<file path="src/adds_pkg.sv">
// ----------------------------------------------------------------------------
// adds_pkg
// Shared types and constants for the discrete Anderson-Darling statistic block.
// ----------------------------------------------------------------------------
package adds_pkg;

	// cdf values after conversion: Q0.32 with one = 2^32, so 33 bits
	localparam int QW = 33;
	localparam logic [QW-1:0] Q32_ONE = 33'h1_0000_0000;

	localparam int AW = 128;   // multiplicand, dividend and result width
	localparam int BW = 65;    // multiplier and divisor width

	localparam int MUL_STEPS = 33;   // multiplier operands are at most 33 bits
	localparam int DIV_STEPS = 97;   // dividend is at most 97 bits
	localparam int DIV_MSB   = 96;
	localparam int STEP_W    = 7;

	localparam logic OP_MUL = 1'b0;
	localparam logic OP_DIV = 1'b1;

	localparam logic [1:0] REG_EVENT_COUNT  = 2'd0;
	localparam logic [1:0] REG_STEP_EPSILON = 2'd1;
	localparam logic [1:0] REG_TAIL_LIMIT   = 2'd2;

	typedef struct packed {
		logic start;
		logic op;
	} alu_req_t;

	typedef struct packed {
		logic busy;
		logic done;
	} alu_rsp_t;

endpackage

</file>
<file path="src/adds_alu.sv">
// ----------------------------------------------------------------------------
// adds_alu
// Shared bit-serial unit: shift-add multiply or restoring divide, one bit a
// cycle. The result holds until the next start.
// ----------------------------------------------------------------------------
module adds_alu (
	input  logic                      clk,
	input  logic                      arst_n,
	input  adds_pkg::alu_req_t        req,
	input  logic [adds_pkg::AW-1:0]   a,
	input  logic [adds_pkg::BW-1:0]   b,
	output adds_pkg::alu_rsp_t        rsp,
	output logic [adds_pkg::AW-1:0]   result
);

	logic [adds_pkg::AW-1:0]     x_q;
	logic [adds_pkg::BW-1:0]     y_q;
	logic [adds_pkg::AW-1:0]     acc_q;
	logic [adds_pkg::BW-1:0]     rem_q;
	logic [adds_pkg::STEP_W-1:0] cnt_q;
	logic                        op_q;
	logic                        done_q;

	logic [adds_pkg::BW:0] r2;
	logic [adds_pkg::BW:0] diff;
	logic                  ge;

	always_comb begin
		r2   = {rem_q, x_q[adds_pkg::DIV_MSB]};
		ge   = (r2 >= {1'b0, y_q});
		diff = r2 - {1'b0, y_q};
	end

	always_ff @(posedge clk or negedge arst_n) begin
		if (!arst_n) begin
			cnt_q  <= '0;
			done_q <= 1'b0;
			op_q   <= adds_pkg::OP_MUL;
		end else if (req.start) begin
			op_q   <= req.op;
			done_q <= 1'b0;
			cnt_q  <= (req.op == adds_pkg::OP_DIV) ?
				adds_pkg::STEP_W'(adds_pkg::DIV_STEPS) :
				adds_pkg::STEP_W'(adds_pkg::MUL_STEPS);
		end else if (cnt_q != '0) begin
			cnt_q  <= cnt_q - 1'b1;
			done_q <= (cnt_q == adds_pkg::STEP_W'(1));
		end else begin
			done_q <= 1'b0;
		end
	end

	always_ff @(posedge clk) begin
		if (req.start) begin
			x_q   <= a;
			y_q   <= b;
			acc_q <= '0;
			rem_q <= '0;
		end else if (cnt_q != '0) begin
			x_q <= {x_q[adds_pkg::AW-2:0], 1'b0};
			case (op_q)
				adds_pkg::OP_DIV: begin
					rem_q <= ge ? diff[adds_pkg::BW-1:0] : r2[adds_pkg::BW-1:0];
					acc_q <= {acc_q[adds_pkg::AW-2:0], ge};
				end
				default: begin
					if (y_q[0])
						acc_q <= acc_q + x_q;
					y_q <= {1'b0, y_q[adds_pkg::BW-1:1]};
				end
			endcase
		end
	end

	assign rsp.busy = (cnt_q != '0);
	assign rsp.done = done_q;
	assign result   = acc_q;

endmodule

</file>
<file path="src/anderson_darling_discrete_stat.sv">
// steps: bin 0 runs the term products and divide; a later bin runs the tail
// product and, unless it ends the sum or has nothing to settle, the term products
// and divide; the last bin adds a second settle and a scaling multiply.
// throughput: one bin at a time; every product and quotient runs through one
// bit-serial multiply/divide unit, one bit per cycle.
// reset: arst_n clears the running sum and sets the registers to their defaults.
// ----------------------------------------------------------------------------
// anderson_darling_discrete_stat
// Streams cdf bins and emits n times the weighted squared cdf difference sum.
// ----------------------------------------------------------------------------
module anderson_darling_discrete_stat #(
	parameter int MAX_BINS      = 512,
	parameter int CDF_FRAC_BITS = 31
) (
	input  logic        clk,
	input  logic        arst_n,
	input  logic        cfg_we,
	input  logic [1:0]  cfg_index,
	input  logic [39:0] cfg_wdata,
	input  logic        s_axis_tvalid,
	output logic        s_axis_tready,
	input  logic [63:0] s_axis_tdata,   // edf_value[31:0], tdf_value[63:32]
	input  logic        s_axis_tlast,   // last_bin
	output logic        m_axis_tvalid,
	input  logic        m_axis_tready,
	output logic [63:0] m_axis_tdata,   // statistic[47:0], bins_used[57:48], zeros
	output logic        m_axis_tuser    // error_flag
);

	localparam int CW = $clog2(MAX_BINS + 1);
	localparam int SH_L = (CDF_FRAC_BITS <= 32) ? 32 - CDF_FRAC_BITS : 0;
	localparam int SH_R = (CDF_FRAC_BITS > 32) ? CDF_FRAC_BITS - 32 : 0;
	localparam logic [63:0] ONE_RAW = 64'd1 << CDF_FRAC_BITS;
	localparam int QW = adds_pkg::QW;

	localparam logic [3:0] ST_IDLE  = 4'd0;
	localparam logic [3:0] ST_DISP  = 4'd1;
	localparam logic [3:0] ST_S_M1  = 4'd2;
	localparam logic [3:0] ST_S_M2  = 4'd3;
	localparam logic [3:0] ST_S_M3  = 4'd4;
	localparam logic [3:0] ST_S_DEC = 4'd5;
	localparam logic [3:0] ST_T_M1  = 4'd6;
	localparam logic [3:0] ST_T_M2  = 4'd7;
	localparam logic [3:0] ST_T_M3  = 4'd8;
	localparam logic [3:0] ST_T_DIV = 4'd9;
	localparam logic [3:0] ST_T_RET = 4'd10;
	localparam logic [3:0] ST_ADV   = 4'd11;
	localparam logic [3:0] ST_LASTS = 4'd12;
	localparam logic [3:0] ST_FIN   = 4'd13;
	localparam logic [3:0] ST_O_M   = 4'd14;
	localparam logic [3:0] ST_EMIT  = 4'd15;

	function automatic logic [QW-1:0] cdf_q32(input logic [31:0] raw);
		logic [63:0] v;
		v = {32'd0, raw};
		if (v > ONE_RAW)
			v = ONE_RAW;
		v = (v << SH_L) >> SH_R;
		return v[QW-1:0];
	endfunction

	// registers
	logic [23:0] event_count_q;
	logic [31:0] step_epsilon_q;
	logic [39:0] tail_limit_q;

	logic [3:0]    state_q;
	logic          iss_q;
	logic          phase_q;    // 0: settle before advance, 1: settle on last bin
	logic          tfirst_q;
	logic [QW-1:0] e_q, t_q;
	logic          last_q;
	logic [63:0]   sum_q;
	logic [QW-1:0] pend_e_q, pend_t_q, earl_t_q;
	logic [CW-1:0] cnt_q;
	logic          stop_q, err_q;
	logic [96:0]   num_q;

	logic          out_valid_q;
	logic [47:0]   stat_q;
	logic [9:0]    bins_q;
	logic          oerr_q;

	// shared unit
	adds_pkg::alu_req_t        alu_req;
	adds_pkg::alu_rsp_t        alu_rsp;
	logic [adds_pkg::AW-1:0]   alu_a;
	logic [adds_pkg::BW-1:0]   alu_b;
	logic [adds_pkg::AW-1:0]   alu_res;

	adds_alu u_alu (
		.clk    (clk),
		.arst_n (arst_n),
		.req    (alu_req),
		.a      (alu_a),
		.b      (alu_b),
		.rsp    (alu_rsp),
		.result (alu_res)
	);

	// datapath helpers
	logic [QW-1:0] c_val, te, tt, d_val, w_val, den_a, den_b, next_e, e_step;
	logic [63:0]   eps64;
	logic          flat, tail_small, emit_ok, alu_go;
	logic [64:0]   sum_add;
	logic [CW+9:0] cnt_ext;

	always_comb begin
		c_val  = adds_pkg::Q32_ONE - pend_t_q;
		te     = tfirst_q ? e_q : pend_e_q;
		tt     = tfirst_q ? t_q : pend_t_q;
		d_val  = (te > tt) ? te - tt : tt - te;
		w_val  = tfirst_q ? adds_pkg::Q32_ONE : ((tt > earl_t_q) ? tt - earl_t_q : '0);
		den_a  = tfirst_q ? adds_pkg::Q32_ONE : tt;
		den_b  = adds_pkg::Q32_ONE - tt;
		next_e = phase_q ? pend_e_q : e_q;
		e_step = next_e - pend_e_q;
		eps64  = ({32'd0, step_epsilon_q} << SH_L) >> SH_R;
		flat   = (next_e <= pend_e_q) || ({31'd0, e_step} <= eps64);
		tail_small = (alu_res[127:64] < {24'd0, tail_limit_q});
		sum_add    = {1'b0, sum_q} + {1'b0, alu_res[63:0]};
		emit_ok    = !out_valid_q || m_axis_tready;
		alu_go     = !iss_q;
		cnt_ext    = {10'd0, cnt_q};
	end

	always_comb begin
		alu_req.start = 1'b0;
		alu_req.op    = adds_pkg::OP_MUL;
		alu_a         = '0;
		alu_b         = '0;
		unique case (state_q)
			ST_S_M1: begin
				alu_req.start = alu_go;
				alu_a = adds_pkg::AW'(c_val);
				alu_b = adds_pkg::BW'(c_val);
			end
			ST_S_M2: begin
				alu_req.start = alu_go;
				alu_a = alu_res;
				alu_b = adds_pkg::BW'(c_val);
			end
			ST_S_M3: begin
				alu_req.start = alu_go;
				alu_a = alu_res;
				alu_b = adds_pkg::BW'(event_count_q);
			end
			ST_T_M1: begin
				alu_req.start = alu_go;
				alu_a = adds_pkg::AW'(d_val);
				alu_b = adds_pkg::BW'(d_val);
			end
			ST_T_M2: begin
				alu_req.start = alu_go;
				alu_a = alu_res;
				alu_b = adds_pkg::BW'(w_val);
			end
			ST_T_M3: begin
				alu_req.start = alu_go;
				alu_a = adds_pkg::AW'(den_a);
				alu_b = adds_pkg::BW'(den_b);
			end
			ST_T_DIV: begin
				alu_req.start = alu_go;
				alu_req.op    = adds_pkg::OP_DIV;
				alu_a = adds_pkg::AW'(num_q);
				alu_b = alu_res[adds_pkg::BW-1:0];
			end
			ST_O_M: begin
				alu_req.start = alu_go;
				alu_a = adds_pkg::AW'(sum_q);
				alu_b = adds_pkg::BW'(event_count_q);
			end
			default: ;
		endcase
	end

	// configuration
	always_ff @(posedge clk or negedge arst_n) begin
		if (!arst_n) begin
			event_count_q  <= 24'd1;
			step_epsilon_q <= 32'd0;
			tail_limit_q   <= 40'd4294967;
		end else if (cfg_we) begin
			unique case (cfg_index)
				adds_pkg::REG_EVENT_COUNT:  event_count_q  <= cfg_wdata[23:0];
				adds_pkg::REG_STEP_EPSILON: step_epsilon_q <= cfg_wdata[31:0];
				adds_pkg::REG_TAIL_LIMIT:   tail_limit_q   <= cfg_wdata;
				default: ;
			endcase
		end
	end

	// sequencer
	always_ff @(posedge clk or negedge arst_n) begin
		if (!arst_n) begin
			state_q     <= ST_IDLE;
			iss_q       <= 1'b0;
			phase_q     <= 1'b0;
			tfirst_q    <= 1'b0;
			e_q         <= '0;
			t_q         <= '0;
			last_q      <= 1'b0;
			sum_q       <= '0;
			pend_e_q    <= '0;
			pend_t_q    <= '0;
			earl_t_q    <= '0;
			cnt_q       <= '0;
			stop_q      <= 1'b0;
			err_q       <= 1'b0;
			num_q       <= '0;
			out_valid_q <= 1'b0;
			stat_q      <= '0;
			bins_q      <= '0;
			oerr_q      <= 1'b0;
		end else begin
			if (state_q == ST_EMIT && emit_ok)
				out_valid_q <= 1'b1;
			else if (m_axis_tready)
				out_valid_q <= 1'b0;
			if (alu_rsp.done)
				iss_q <= 1'b0;
			else if (alu_req.start)
				iss_q <= 1'b1;

			unique case (state_q)
				ST_IDLE: begin
					if (s_axis_tvalid) begin
						e_q     <= cdf_q32(s_axis_tdata[31:0]);
						t_q     <= cdf_q32(s_axis_tdata[63:32]);
						last_q  <= s_axis_tlast;
						state_q <= ST_DISP;
					end
				end
				ST_DISP: begin
					if (stop_q) begin
						state_q <= ST_FIN;
					end else if (cnt_q == '0) begin
						tfirst_q <= 1'b1;
						state_q  <= ST_T_M1;
					end else if (cnt_q >= CW'(2)) begin
						phase_q <= 1'b0;
						state_q <= ST_S_M1;
					end else begin
						state_q <= ST_ADV;
					end
				end
				ST_S_M1: if (alu_rsp.done) state_q <= ST_S_M2;
				ST_S_M2: if (alu_rsp.done) state_q <= ST_S_M3;
				ST_S_M3: if (alu_rsp.done) state_q <= ST_S_DEC;
				ST_S_DEC: begin
					// flat step in a thin tail ends the sum
					if (flat && tail_small) begin
						stop_q  <= 1'b1;
						cnt_q   <= cnt_q - 1'b1;
						state_q <= phase_q ? ST_FIN : ST_ADV;
					end else begin
						tfirst_q <= 1'b0;
						state_q  <= ST_T_M1;
					end
				end
				ST_T_M1: if (alu_rsp.done) state_q <= ST_T_M2;
				ST_T_M2: begin
					if (alu_rsp.done) begin
						num_q   <= alu_res[96:0];
						state_q <= ST_T_M3;
					end
				end
				ST_T_M3: begin
					if (alu_rsp.done) begin
						if (alu_res == '0) begin
							err_q <= 1'b1;
							if (num_q != '0)
								sum_q <= '1;
							state_q <= ST_T_RET;
						end else begin
							state_q <= ST_T_DIV;
						end
					end
				end
				ST_T_DIV: begin
					if (alu_rsp.done) begin
						if (alu_res[127:64] != '0 || sum_add[64]) begin
							sum_q <= '1;
							err_q <= 1'b1;
						end else begin
							sum_q <= sum_add[63:0];
						end
						state_q <= ST_T_RET;
					end
				end
				ST_T_RET: begin
					if (tfirst_q) begin
						pend_e_q <= e_q;
						pend_t_q <= t_q;
						cnt_q    <= CW'(1);
						state_q  <= ST_FIN;
					end else begin
						state_q <= phase_q ? ST_FIN : ST_ADV;
					end
				end
				ST_ADV: begin
					if (!stop_q) begin
						if (cnt_q >= CW'(MAX_BINS)) begin
							stop_q <= 1'b1;
						end else begin
							earl_t_q <= pend_t_q;
							pend_e_q <= e_q;
							pend_t_q <= t_q;
							cnt_q    <= cnt_q + 1'b1;
						end
					end
					state_q <= ST_LASTS;
				end
				ST_LASTS: begin
					// last bin settles itself with a zero next step
					if (last_q && !stop_q && cnt_q >= CW'(2)) begin
						phase_q <= 1'b1;
						state_q <= ST_S_M1;
					end else begin
						state_q <= ST_FIN;
					end
				end
				ST_FIN: state_q <= last_q ? ST_O_M : ST_IDLE;
				ST_O_M: if (alu_rsp.done) state_q <= ST_EMIT;
				ST_EMIT: begin
					if (emit_ok) begin
						stat_q      <= (alu_res[127:64] != '0) ? '1 : alu_res[63:16];
						oerr_q      <= err_q || (alu_res[127:64] != '0);
						bins_q      <= cnt_ext[9:0];
						sum_q       <= '0;
						pend_e_q    <= '0;
						pend_t_q    <= '0;
						earl_t_q    <= '0;
						cnt_q       <= '0;
						stop_q      <= 1'b0;
						err_q       <= 1'b0;
						state_q     <= ST_IDLE;
					end
				end
				default: state_q <= ST_IDLE;
			endcase
		end
	end

	assign s_axis_tready = (state_q == ST_IDLE);
	assign m_axis_tvalid = out_valid_q;
	assign m_axis_tdata  = {6'd0, bins_q, stat_q};
	assign m_axis_tuser  = oerr_q;

endmodule

</file>
<file path="config.mk">
export PLATFORM = sky130hd
export DESIGN_NAME = anderson_darling_discrete_stat
export DESIGN_NICKNAME = d
export VERILOG_FILES = /design/src/adds_pkg.sv /design/src/adds_alu.sv /design/src/anderson_darling_discrete_stat.sv
export SDC_FILE = /design/constraint.sdc
export NUM_CORES = 2
export LEC_CHECK = 0
export ABC_CLOCK_PERIOD_IN_PS = 14300
export BUFFER_PORTS_ARGS = -buffer_cell sky130_fd_sc_hd__buf_2
export CORE_ASPECT_RATIO = 1.75
export CORE_UTILIZATION = 50
export CTS_CLUSTER_DIAMETER = 200
export DETAILED_ROUTE_END_ITERATION = 6
export PLACE_DENSITY = 0.73
export SETUP_SLACK_MARGIN = 0.3
export SLEW_MARGIN = 20
export SYNTH_ARGS = -nofsm -noshare
export SYNTH_HDL_FRONTEND = slang
export SYNTH_HIERARCHICAL = 1
export SYNTH_SLANG_ARGS = --single-unit
</file>
<file path="constraint.sdc">
create_clock -name clk -period 14.3 [get_ports clk]
set_input_delay 1.43 -clock clk [delete_from_list [all_inputs] [get_ports clk]]
set_output_delay 1.43 -clock clk [all_outputs]
set_load 0.03 [all_outputs]
</file>
# Yosys cells after proc, flatten, opt, wreduce, memory -nomap -nowiden
# Index checks and enable logic that the tools add are counted.
[totals]
output_inout_bits = 67
regBits = 895
word_cells = 237
[op_classes]
order_cmp = 10
reduce_logical = 51
add_sub_neg = 12
mux = 93
eq_ne = 42
[ops]
columns = ["cell", "n"]
rows = [
  ["$pmux W128 S6", 1],
  ["$mux W128", 4],
  ["$mux W33", 14],
  ["$pmux W65 S6", 1],
  ["$mux W64", 6],
  ["$mux W65", 4],
  ["$pmux W33 S3", 2],
  ["$pmux W64 S3", 1],
  ["$sub A33 B33 Y33", 4],
  ["$add A128 B128 Y128", 1],
  ["$logic_not A128 Y1", 1],
  ["$reduce_bool A97 Y1", 1],
  ["$ge A66 B65 Y1", 1],
  ["$gt A33 B33 Y1", 2],
  ["$le A33 B33 Y1", 2],
  ["$pmux W33 S2", 1],
  ["$sub A33 B33 Y33 const A", 2],
  ["$add A64 B64 Y65", 1],
  ["$sub A65 B65 Y65", 1],
  ["$gt A32 B32 Y1 const B", 2],
  ["$lt A64 B40 Y1", 1],
  ["$mux W32", 2],
  ["$mux W4", 16],
  ["$pmux W4 S16", 1],
  ["other kinds (43)", 136],
]

# Logic depth before layout (Yosys ltp)
[depth]
word_depth = 7
depth_mapped = 28

# Hierarchy
# The synthesis kept the hierarchy.
[modules_own_cells]
columns = ["mod", "n_inst", "area_per_inst_um2", "seq_area_each_um2", "cells_per_inst"]
rows = [
  ["anderson_darling_discrete_stat", 1, 38284.2, 12525.8, 4350],
  ["adds_alu", 1, 29228.0, 9884.5, 3557],
]

# Worst setup path after synthesis
# Ideal clock, no wire load.
[synth_timing]
path_type = "register to register"
start = "register u_alu.op_q"
end = "register u_alu/y_q[0] in the netlist's numbering (enable)"
required_time_ns = 13.722
arrival_ns = 5.723
setup_ns = 0.578
path_stages_with_launch = 6
setup_slack_ns = 8.000
cell_sequence = "dfrtp_1 -> clkbuf_1 -> clkbuf_1 -> clkbuf_1 -> clkbuf_1 -> o21ai_0"
[synth_between]
elab_chain_len = 2
[synth_lines]
columns = ["item", "line", "text"]
rows = [
  ["from (decl)", "adds_alu.sv:21", "logic op_q;"],
  ["from (signal assigned)", "adds_alu.sv:38", "op_q <= adds_pkg::OP_MUL;"],
  ["from (signal assigned)", "adds_alu.sv:40", "op_q <= req.op;"],
  ["$ne A2 B2 Y1 (no source line)", "n/a", ""],
  ["$reduce_and A2 Y1 (no source line)", "n/a", ""],
  ["to (signal assigned)", "adds_alu.sv:69", "y_q <= {1'b0, y_q[adds_pkg::BW-1:1]};"],
  ["to (decl)", "adds_alu.sv:17", "logic [adds_pkg::BW-1:0] y_q;"],
]
# No other way between the ends.
# A chain may end at the register's enable or synchronous reset.

==> results by group <==
Run status
  • Status: finished with violations
  • Violated checks: DRC

Synthesis
  • Yosys cell types: approximately 110
  • Synthesized area per cell: 8.54 sq um
  • Multiplexer share of the synthesized area: roughly 7.8%
  • EDFF count, synth: approximately 190
  • Ys async rst share: 56.9%
  • Top cell type by total area after synthesis: dfrtp_1
  • Xor and xnor area share after synthesis: 4.77%
  • Adder-cell area share of the yosys netlist: between 8 and 9%
  • Yosys warning total: 6
  • Synth top area cells: dfrtp_1 18%, ha_1 8.7%, edfxtp_1 8.6%
  • Register area share after synthesis: about a third
  • Synth Area in Simple Gates: ~16%
  • Most frequent cell after synthesis: nand2_1
  • Synth top cells by count: 906 x nand2_1, 678 x a21oi_1, 616 x o21ai_0
  • Area fraction of the dominant cell type after synthesis: 18.5%
  • Cell Area, Synth: a little under 0.07 sq mm
  • Compound-Gate Fraction of Synth Area: ~24%
  • Synthesized instance count: slightly below 8000
  • Predominant post-synthesis flop cell: dfrtp_1
  • Yosys reg bits: 895
  • Main combinational cell family by area after synthesis: compound AO/OA/AOI/OAI gates

Detailed routing
  • Iter 0 DRT Violations: about 5700
  • DRC errors left: 2
  • Via count: ~63000
  • Antenna-violating nets left: 0
  • Wirelength per Cell: around 28 microns
  • Total Wirelength: roughly 270000 microns
  • First-pass DRT Iterations: 7
  • Drt via density: 6.49

Critical path
  • Crit path to: cnt_q[9]
  • Worst Setup Start Kind: flip-flop
  • Crit path kind: flip-flop to flip-flop
  • Crit path capture type: flip-flop
  • CP startpoint: phase_q
  • Slowest cell on crit path: a211oi_2
  • R2R Path End: cnt_q[9]
  • Reg2reg start: phase_q
  • R2R depth: 28
  • R2R Setup Slk: between 7000 and 8000 ps
  • CP max stage delay: roughly 800 ps
  • Worst Path Required: 14910 ps
  • Arrival @ worst endpoint: a little under 8000 ps
  • CP Max Fanout: 28

CTS
  • Num Clock Sinks: 895
  • H-tree levels: 3
  • Worst-skew pair later-pin latency: around 730 ps
  • CTS clk-pin slew, worst paths: about 60 ps
  • Max clock buf depth: 3
  • Post-CTS Resized: 0
  • TritonCTS buffer count: 91
  • Hold buffer count at cts: 0
  • CTS Root Cell: clkbuf_16
  • TritonCTS clock tree: built
  • Post-CTS Setup Repair Bufs: 0

Global route
  • GRT met2 Usage: about two thirds
  • Final global-route overflow total: 0
  • Met3 GRT Util: under 10%
  • First-pass GRT wire length: slightly below 400000 microns
  • GRT Total Usage: between 30% and 40%
  • Antenna violations before repair: 19
  • Largest net degree at the start of global routing: 130
  • Vias in the first global route: slightly above 60000
  • GRT busiest layer: met2
  • GRT met1 Usage: between 40 and 50%

Cells and area
  • Layout Cells excl Fill: ~9700
  • Post-layout nets: ~8400
  • FILL cells: approximately 13000
  • Layout cells sized above 1: 11.8%
  • Area Overhead vs Synth: 7.78%

STA
  • Setup TNS: 0 ps
  • Worst Max-Slew Pin Slew: 1270 ps
  • Final period utilization: 50.8%
  • Setup Viol. Count Final: 0
  • Final-report hold violation count: 0
  • Period minus WS final: ~7300 ps
  • Rel. slew slack: between 15 and 20%
  • Max-slew violations: 0
  • RSZ-0062 raised after global routing: false
  • Clock skew: 29.3 ps
  • Fmax: roughly 140 MHz

Pwr
  • PwrDens: 75.0 mW/mm^2
  • Design Power: 0.00546 W
  • Worst VDD drop: 100 uV
  • Leak: 33.7 nW

Placed design
  • Placed cells: 9482
  • Port Buf Inserts: 172
  • Gp weighted congestion: about 1.0
  • DP Wirelength: 207000 microns

Floorplan
  • # rows: approximately 180
  • Die ar.: 0.137 sq mm
  • Initial core utilization: roughly half
  • Die height: about 490 microns
  • Die width: around 280 microns
  • Core area: 0.134 sq mm
  • Boundary pin count: around 180

Min path
  • Hold WC Path Type: flip-flop to flip-flop

Run
  • Maximum Capacitance Violations: 0
-- metal layers --
layer,part of all wire (%),routed length (microns)
met4,11,30100
met3,6.0,16300
met2,48,129000
met1,35,94000
met5,0.021,57
-- how the worst min path moves through the flow --
stage | startpoint | to | slack (ps) | cells after the start
final | m_axis_tuser | m_axis_tuser | 460 | 2
after global placement | m_axis_tuser | m_axis_tuser | 440 | 2
after global routing | bins_q[9] | bins_q[9] | 490 | 2
after floorplan | u_alu/rem_q[2] | u_alu/rem_q[2] | 450 | 2
after CTS | m_axis_tuser | m_axis_tuser | 470 | 2
after detailed placement | m_axis_tuser | m_axis_tuser | 450 | 2
-- sequential cells by signal (all words and copies together) (netlist names), 4 cells and up --
| name | cells |
|---|---|
| u_alu/result | 128 |
| u_alu/x_q | 128 |
| num_q | 97 |
| u_alu/rem_q | 65 |
| u_alu/y_q | 65 |
| sum_q | 64 |
| stat_q | 48 |
| tail_limit_q | 40 |
| earl_t_q | 33 |
| pend_e_q | 33 |
| pend_t_q | 33 |
| e_q | 32 |
| step_epsilon_q | 32 |
| t_q | 32 |
| event_count_q | 24 |
| bins_q | 10 |
| cnt_q | 10 |
| u_alu/cnt_q | 7 |
| state_q | 4 |
-- kinds of logic (layout without fill, tap and decap cells) --
family | after synthesis | in the layout
XOR/XNOR | 368 | 368
other | 1 | 17
AO/OA/AOI/OAI | 2521 | 2521
flip-flops | 895 | 895
multiplexers | 477 | 477
AND/OR/NAND/NOR | 2232 | 2232
buffers and inverters | 934 | 876
adder cells (fa/ha/maj) | 479 | 479
-- report_power, final --
part	leakage, nW	internal, W	total, W	switching, W
combinational	21.6	0.0000777	0.000183	0.000106
clock	1.50	0.00143	0.00258	0.00115
sequential	10.6	0.00264	0.00270	0.0000540
total	33.7	0.00415	0.00546	0.00131
-- through the flow --
step	setup slack [ps]	instance area, sq um	hold slack (ps)	util, %
global route	6540	72700	486	54.2
global placement	7070	69600	444	51.8
finish	7030	72800	464	54.2
floorplan	8000	67500	448	-
detailed placement	7100	69600	453	51.8
CTS	7080	72700	467	54.1
-- layout by cell type, fill, tap and decap left out, types with 69 or more instances in the layout --
cell | netlist | final
a31oi_1 | 69 | 69
dfrtp_1 | 498 | 496
nor4_1 | 101 | 95
a21o_1 | 239 | 239
ha_1 | 471 | 471
a211oi_1 | 75 | 75
o21ai_0 | 616 | 614
o211ai_1 | 97 | 97
mux2i_1 | 108 | 108
mux2_2 | 368 | 368
buf_4 | 14 | 97
xor2_1 | 105 | 105
xnor2_1 | 263 | 263
nand2_1 | 906 | 902
nand4_1 | 162 | 162
dfxtp_1 | 193 | 193
a22o_1 | 199 | 199
clkbuf_16 | 0 | 93
o21bai_1 | 98 | 98
edfxtp_1 | 193 | 193
inv_1 | 430 | 429
buf_2 | 33 | 172
nor2_1 | 465 | 454
and2_1 | 94 | 94
o21a_1 | 72 | 72
a21oi_1 | 678 | 677
nand3_1 | 113 | 113
nor3_1 | 107 | 103
a222oi_1 | 73 | 73
-- critical path, delay by kind of cell (launching register included) --
family / cells / cell delay, ps
muxes: 1 / 390
DFF: 1 / 340
adders and majority gates: 2 / 630
AOI/OAI and AO/OA: 14 / 3720
buffers and inverters: 3 / 1010
xor gates and xnor gates: 1 / 120
and+or+nand+nor: 7 / 910
-- final cells by class --
| type | instances | area, sq um | share of cell area [%] |
|---|---|---|---|
| clock buffers | 116 | 2490 | 3.43 |
| repair buffers | 273 | 1660 | 2.29 |
| clock inverters | 54 | 608 | 0.836 |
| flip-flops and latches | 895 | 22400 | 30.8 |
| well taps | 1800 | 2250 | 3.10 |
| inverters | 433 | 1630 | 2.24 |
| diodes | 11 | 27.5 | 0.0378 |
| multi-input cells | 6083 | 41700 | 57.3 |
No activity file was read; power rests on OpenSTA's default activity.
